## config.mk

```make
export PLATFORM = sky130hd
export DESIGN_NAME = ilt_cell
export DESIGN_NICKNAME = d
export VERILOG_FILES = /design/src/rtl/core/ilt_pkg.sv /design/src/rtl/core/ilt_cell.sv
export SDC_FILE = /design/constraint.sdc
export NUM_CORES = 1
export LEC_CHECK = 0
export ABC_AREA = 1
export BUFFER_PORTS_ARGS = -buffer_cell sky130_fd_sc_hd__buf_2
export CAP_MARGIN = 20
export CORE_AREA = 2 2 129 131
export CTS_CLUSTER_SIZE = 28
export DETAILED_ROUTE_END_ITERATION = 10
export DIE_AREA = 0 0 131 133
export SLEW_MARGIN = 0
export SYNTH_ARGS = -nofsm -noshare
export SYNTH_HDL_FRONTEND = slang
export SYNTH_SLANG_ARGS = --single-unit
```

## constraint.sdc

```tcl
create_clock -name clk -period 8.3 [get_ports clk]
set_input_delay 1.66 -clock clk [delete_from_list [all_inputs] [get_ports clk]]
set_output_delay 1.66 -clock clk [all_outputs]
set_load 0.01 [all_outputs]
```

## src/rtl/core/ilt_pkg.sv

```systemverilog
package ilt_pkg;

	localparam int ILT_DEPTH_DEF = 64;
	localparam int DATA_W        = 64;
	localparam int FUNC_W        = 3;
	localparam int IDX_W         = 7;
	localparam int STAT_W        = 2;

	// Operation codes carried in the func field.
	localparam logic [FUNC_W-1:0] F_APPEND  = 3'd0;
	localparam logic [FUNC_W-1:0] F_PREPEND = 3'd1;
	localparam logic [FUNC_W-1:0] F_INSERT  = 3'd2;
	localparam logic [FUNC_W-1:0] F_READ    = 3'd3;
	localparam logic [FUNC_W-1:0] F_REMOVE  = 3'd4;
	localparam logic [FUNC_W-1:0] F_FAST    = 3'd5;
	localparam logic [FUNC_W-1:0] F_CLEAR   = 3'd6;
	// Spare code: does nothing and reports ok.
	localparam logic [FUNC_W-1:0] F_NOP     = 3'd7;

	// Status codes.
	localparam logic [STAT_W-1:0] ST_OK   = 2'd0;
	localparam logic [STAT_W-1:0] ST_OOB  = 2'd1;
	localparam logic [STAT_W-1:0] ST_FULL = 2'd2;

	typedef struct packed {
		logic [FUNC_W-1:0] func;
		logic [IDX_W-1:0]  index;
		logic [DATA_W-1:0] value;
	} ilt_req_t;

	typedef struct packed {
		logic [DATA_W-1:0] read_value;
		logic [STAT_W-1:0] status;
		logic [IDX_W-1:0]  count;
	} ilt_rsp_t;

	// Action broadcast to every cell of the row.
	typedef enum logic [1:0] {
		ACT_HOLD,
		ACT_INS,
		ACT_DEL,
		ACT_FILL
	} ilt_act_t;

	typedef struct packed {
		ilt_act_t          act;
		logic [DATA_W-1:0] value;
	} ilt_cell_ctrl_t;

	// Number of radix-4 levels needed to reduce depth leaves to one node.
	function automatic int ilt_tree_levels(input int depth);
		int n;
		int l;
		n = 1;
		l = 0;
		for (int i = 0; i < 8; i++) begin
			if (n < depth) begin
				n = n * 4;
				l = l + 1;
			end
		end
		if (l < 1) begin
			l = 1;
		end
		return l;
	endfunction

endpackage

```

## src/rtl/core/ilt_cell.sv

```systemverilog
module ilt_cell import ilt_pkg::*; #(
	parameter int DEPTH = ILT_DEPTH_DEF,
	parameter int POS   = 0
) (
	input  logic                         clk,
	input  ilt_cell_ctrl_t               ctrl,
	input  logic [$clog2(DEPTH+1)-1:0]   key,
	input  logic [$clog2(DEPTH+1)-1:0]   sel,
	input  logic [DATA_W-1:0]            lo,
	input  logic [DATA_W-1:0]            hi,
	output logic [DATA_W-1:0]            data,
	output logic [DATA_W-1:0]            tap
);

	localparam int CW = $clog2(DEPTH+1);
	localparam logic [CW-1:0] POS_K = CW'(POS);

	logic [DATA_W-1:0] data_q;

	// Insert moves entries at and above the key up by one; remove pulls
	// the entries above the key down by one.
	always_ff @(posedge clk) begin
		case (ctrl.act)
			ACT_INS: begin
				if (POS_K > key) begin
					data_q <= lo;
				end else if (POS_K == key) begin
					data_q <= ctrl.value;
				end
			end
			ACT_DEL: begin
				if (POS_K >= key) begin
					data_q <= hi;
				end
			end
			ACT_FILL: begin
				if (POS_K == key) begin
					data_q <= ctrl.value;
				end
			end
			default: begin
			end
		endcase
	end

	assign data = data_q;
	assign tap  = (POS_K == sel) ? data_q : '0;

endmodule

```

==> results.sh, run 1 <==
export IMPL_status="completed"
export IMPL_synthAdderAreaFrac_pct=0
export IMPL_clockBufferDepth=2
export IMPL_grt_start_max_net_pins=66
export IMPL_post_route_min_period_ns=4.93
export IMPL_highest_layer="met5"
export IMPL_area_growth_syn_to_layout_pct=30.6
export IMPL_yosys_area_share_xor_xnor_pct=0
export IMPL_place_ws_ns=3.34
export IMPL_gp_congestion=0.799
export IMPL_path_max_fanout=64
export IMPL_num_rows=47
export IMPL_power_density_nw_per_um2=143
export IMPL_final_common_cell="buf_2"
export IMPL_fin_hold_ws_ns=0.672
export IMPL_drc=0
export IMPL_cts_repair_resized=0
export IMPL_finalHoldViolCount=0
export IMPL_arrival_ns=3.27
export IMPL_placed_cell_area_um2=6150
export IMPL_synthMuxAreaShare_pct=0
export IMPL_drt_iter0_drc=315
export IMPL_finalClockSkew_ns=0
export IMPL_start_kind="input port"
export IMPL_min_path_type="reg -> reg"
export IMPL_hpwl_um=10200
export IMPL_criticalPathCategory="in -> out"
export IMPL_period_share_pct=59.4
export IMPL_leakage_nw=3.43
export IMPL_num_fill_cells=1736
export IMPL_largest_register_ffs=64
export IMPL_die_h_um=133
export IMPL_die_area_um2=17400
export IMPL_grt_pass1_vias=4648
export IMPL_postRouteAntennaNets=0
export IMPL_setup_slack_ns=3.37
export IMPL_synth_cell_types=17
export IMPL_syn_instance_count=641
export IMPL_ys_seq_area_share_pct=39.2
export IMPL_synth_top_family_by_area="simple AND/OR/NAND/NOR gates"
export IMPL_dr_wl_met3_um=1230
export IMPL_core_area_um2=16200
export IMPL_finalMaxSlewViolations=0
export IMPL_synth_compound_area_share_pct=6.72
export IMPL_yosysWarnings=0
export IMPL_fin_nets=1094
export IMPL_cts_max_level=3
export IMPL_grt_setup_unrepaired="false"
export IMPL_drtPass1Iterations=7
export IMPL_max_clock_freq_mhz=203
export IMPL_via_count=5026
export IMPL_vdd_drop_max_v=0.0000867
export IMPL_insertion_delay_ns=0.33
export IMPL_start_util_pct=30.3
export IMPL_track_usage_pct=17.6
export IMPL_endpoint_kind="output port"
export IMPL_cts_tree="yes"
export IMPL_hold_buffers=0
export IMPL_required_ns=6.64
export IMPL_total_power_mw=0.916
export IMPL_post_cts_setup_buffers=0
export IMPL_syn_area_um2=4900
export IMPL_routedWlPerCell_um=14.5
export IMPL_vias_per_cell=4.54
export IMPL_drv_cap=0
export IMPL_antenna_found_initial=1
export IMPL_layout_drive_gt1_share_pct=39.5
export IMPL_antenna_cells=0
export IMPL_overflow=0
export IMPL_yosys_area_share_simple_pct=34.5
export IMPL_tightest_slew_ns=1.07
export IMPL_wl_met2_um=7520
export IMPL_design_area_um2=6400
export IMPL_clock_sinks=64
export IMPL_syn_num_nets=850
export IMPL_ys_ff_latch=64
export IMPL_grt_pass1_wl_um=23800
export IMPL_tns_ns=0
export IMPL_pin_count=337
export IMPL_syn_avg_cell_area_um2=7.64
export IMPL_clkTransAtPathRegs_ns=0.05
export IMPL_cts_root_buf="clkbuf_16"
export IMPL_wl_um=16000
export IMPL_reg2reg_slack_ns=7.32
export IMPL_max_slew_margin_rel_pct=28.5
export IMPL_cts_inserted_buffers=9
export IMPL_m1WireLength_um=7010
export IMPL_io_buffers=272
export IMPL_layout_common_cells="272 x buf_2, 129 x inv_1, 128 x nand2_1"
export IMPL_final_setup_viol_count=0
export IMPL_fp_dieW_um=131
[through the flow]
step / instances / util, %
after CTS: 1108 / 39.6
after global placement: 1094 / 38.0
after floorplan: 641 / -
after detailed placement: 1094 / 38.0
after global routing: 1108 / 39.6
final: 1108 / 39.6
[worst max-delay path: stages]
cell and delay (ns):
buf_2 0.10, nor3_2 0.23, nand3_4 0.67, nor2_1 0.40
buf_2 0.19
[cells in the mapped netlist]
| cell type | number | area [um^2] |
|---|---|---|
| inv_1 | 130 | 488 |
| nand2_1 | 129 | 484 |
| nand3_1 | 78 | 390 |
| nor2_1 | 70 | 263 |
| edfxtp_1 | 64 | 1920 |
| o21ai_1 | 64 | 320 |
| nand3_2 | 50 | 500 |
| buf_2 | 21 | 105 |
| buf_6 | 15 | 169 |
| buf_12 | 6 | 120 |
| buf_8 | 4 | 60.1 |
| inv_2 | 4 | 15.0 |
| nand2_2 | 2 | 12.5 |
| a31o_1 | 1 | 8.76 |
| nand3_4 | 1 | 17.5 |
| nor2_4 | 1 | 11.3 |
| nor3_2 | 1 | 10.0 |
[metal layers]
layer	up-vias	GRT usage, %
met1	2270	22.9
met2	233	29.0
met3	19	3.32
li1	2502	-
met4	2	6.03
met5	-	0
[where the power goes]
part           leakage, nW  switching (mW)  internal (mW)
logic                 2.68           0.111         0.0706
registers            0.635          0.0137          0.391
clock network        0.118           0.133          0.196
[cells by family after synthesis]
logic type / after synthesis
flops: 64
compound gates: 65
simple gates: 332
buf+inv: 180
[area by class of cell]
type / count / area, um^2 / area share (%)
clock buffer: 11 / 233 / 3.64
inverter: 134 / 504 / 7.88
multi-input combinational: 397 / 2040 / 31.8
sequential: 64 / 1920 / 30.0
timing repair buffer: 279 / 1410 / 22.1
clock inverter: 3 / 11.3 / 0.176
tap: 220 / 275 / 4.30
[worst paths after layout]
path	from	end	cells past startpoint
max	sel[5]	tap[0]	5
min	data[13]	data[13]	4
max reg2reg	data[53]	data[53]	4
min reg2reg	data[13]	data[13]	4
No activity file was read; power rests on OpenSTA's default activity.
==> run 2: changes to the inputs <==
Clock period 8.3 ns to 4.28 ns, I/O delays scaled along.
==> results.sh, run 2 (synthesized netlist as in run 1, its figures left out) <==
export IMPL_hpwl_um=10300
export IMPL_fin_hold_ws_ns=0.666
export IMPL_power_density_nw_per_um2=288
export IMPL_post_cts_setup_buffers=0
export IMPL_drt_iter0_drc=249
export IMPL_die_h_um=133
export IMPL_comb_power_share_pct=18.9
export IMPL_drtPass1Iterations=4
export IMPL_fin_nets=1095
export IMPL_post_route_min_period_ns=3.22
export IMPL_gp_congestion=0.802
export IMPL_layout_drive_gt1_share_pct=39.8
export IMPL_drv_cap=0
export IMPL_r2r_cells=4
export IMPL_num_rows=47
export IMPL_pin_count=337
export IMPL_finalClockSkew_ns=0
export IMPL_cts_root_buf="clkbuf_16"
export IMPL_p_seq_share_pct=42.3
export IMPL_min_path_type="reg -> reg"
export IMPL_antenna_cells=0
export IMPL_fp_dieW_um=131
export IMPL_grt_pass1_vias=4662
export IMPL_start_kind="input port"
export IMPL_start_util_pct=30.3
export IMPL_dp_cells=1095
export IMPL_tightest_slew_ns=1.05
export IMPL_cts_repair_resized=0
export IMPL_setup_slack_ns=1.06
export IMPL_vdd_drop_max_v=0.000159
export IMPL_clkPwrFrac_pct=38.8
export IMPL_max_slew_margin_rel_pct=30.2
export IMPL_insertion_delay_ns=0.33
export IMPL_finalHoldViolCount=0
export IMPL_routedWlPerCell_um=14.2
export IMPL_clkTransAtPathRegs_ns=0.05
export IMPL_netSwitchingFraction_pct=27.7
export IMPL_hold_depth=4
export IMPL_largest_register_ffs=64
export IMPL_cts_tree="yes"
export IMPL_hold_buffers=0
export IMPL_grt_start_max_net_pins=65
export IMPL_area_growth_syn_to_layout_pct=31.5
export IMPL_p_sw_mw=0.514
export IMPL_criticalPathCategory="in -> out"
export IMPL_final_common_cell="buf_2"
export IMPL_status="completed"
export IMPL_vias_per_cell=4.49
export IMPL_arrival_ns=2.36
export IMPL_num_fill_cells=1740
export IMPL_via_count=4989
export IMPL_leakage_nw=3.45
export IMPL_design_area_um2=6440
export IMPL_required_ns=3.42
export IMPL_clock_sinks=64
export IMPL_placed_cell_area_um2=6160
export IMPL_grt_pass1_wl_um=23600
export IMPL_intPower_mw=1.34
export IMPL_postRouteAntennaNets=0
export IMPL_cts_inserted_buffers=9
export IMPL_wl_um=15800
export IMPL_path_max_fanout=34
export IMPL_overflow=0
export IMPL_io_buffers=272
export IMPL_max_clock_freq_mhz=310
export IMPL_finalMaxSlewViolations=0
export IMPL_cts_max_level=3
export IMPL_place_ws_ns=1.05
export IMPL_core_area_um2=16200
export IMPL_final_setup_viol_count=0
export IMPL_layout_common_cells="272 x buf_2, 129 x inv_1, 128 x nand2_1"
export IMPL_track_usage_pct=17.5
export IMPL_die_area_um2=17400
export IMPL_clockBufferDepth=2
export IMPL_drc=0
export IMPL_grt_setup_unrepaired="false"
export IMPL_endpoint_kind="output port"
export IMPL_tns_ns=0
export IMPL_period_share_pct=75.3
export IMPL_instances_no_fill=1111
export IMPL_antenna_found_initial=1
run 2: cell count changes in the layout (fill, tap and decap cells not counted), sizes merged:
cell	delta
clkinv	+1
bufinv	+1
buf	+1
run 2: worst paths after layout:
path	from	to	slack (ns)
min reg2reg	data[13]	data[13]	0.67
max	sel[5]	tap[60]	1.06
min	data[13]	data[13]	0.67
max reg2reg	data[53]	data[53]	3.28
run 2: area by class of cell:
type                            count  area, um^2  area share [%]
Timing Repair Buffer              280        1420            22.1
Inverter                          134         504            7.83
Sequential cell                    64        1920            29.8
Multi-Input combinational cell    397        2040            31.6
Clock inverter                      5        47.5           0.738
Tap cell                          220         275            4.27
Clock buffer                       11         233            3.61
run 2: power by group through the flow:
stage / Clock (mW) / Combinational (mW) / Sequential (mW)
after floorplan: 0 / 0.184 / 0.819
final: 0.719 / 0.351 / 0.784
after CTS: 0.739 / 0.354 / 0.785
after detailed placement: 0 / 0.353 / 0.796
after global placement: 0 / 0.352 / 0.797
after global routing: 0.766 / 0.395 / 0.790
run 2: per-layer routing:
layer | track usage, % | share of wire, %
met5 | 0 | 0.070
met1 | 22.1 | 43
met4 | 5.97 | 1.8
met2 | 28.7 | 47
met3 | 4.73 | 8.3
run 2: stage by stage:
stage          power, mW  utilization [%]
6_report            1.85             39.8
5_1_grt             1.95             39.8
4_1_cts             1.88             39.8
3_3_place_gp        1.15             38.1
2_1_floorplan       1.00                -
3_5_place_dp        1.15             38.1
run 2: worst max-delay path, stage by stage:
cell     delay [ns]
buf_2          0.10
nor3_2         0.23
nand3_4        0.38
buf_4          0.42
nor2_1         0.17
buf_2          0.16
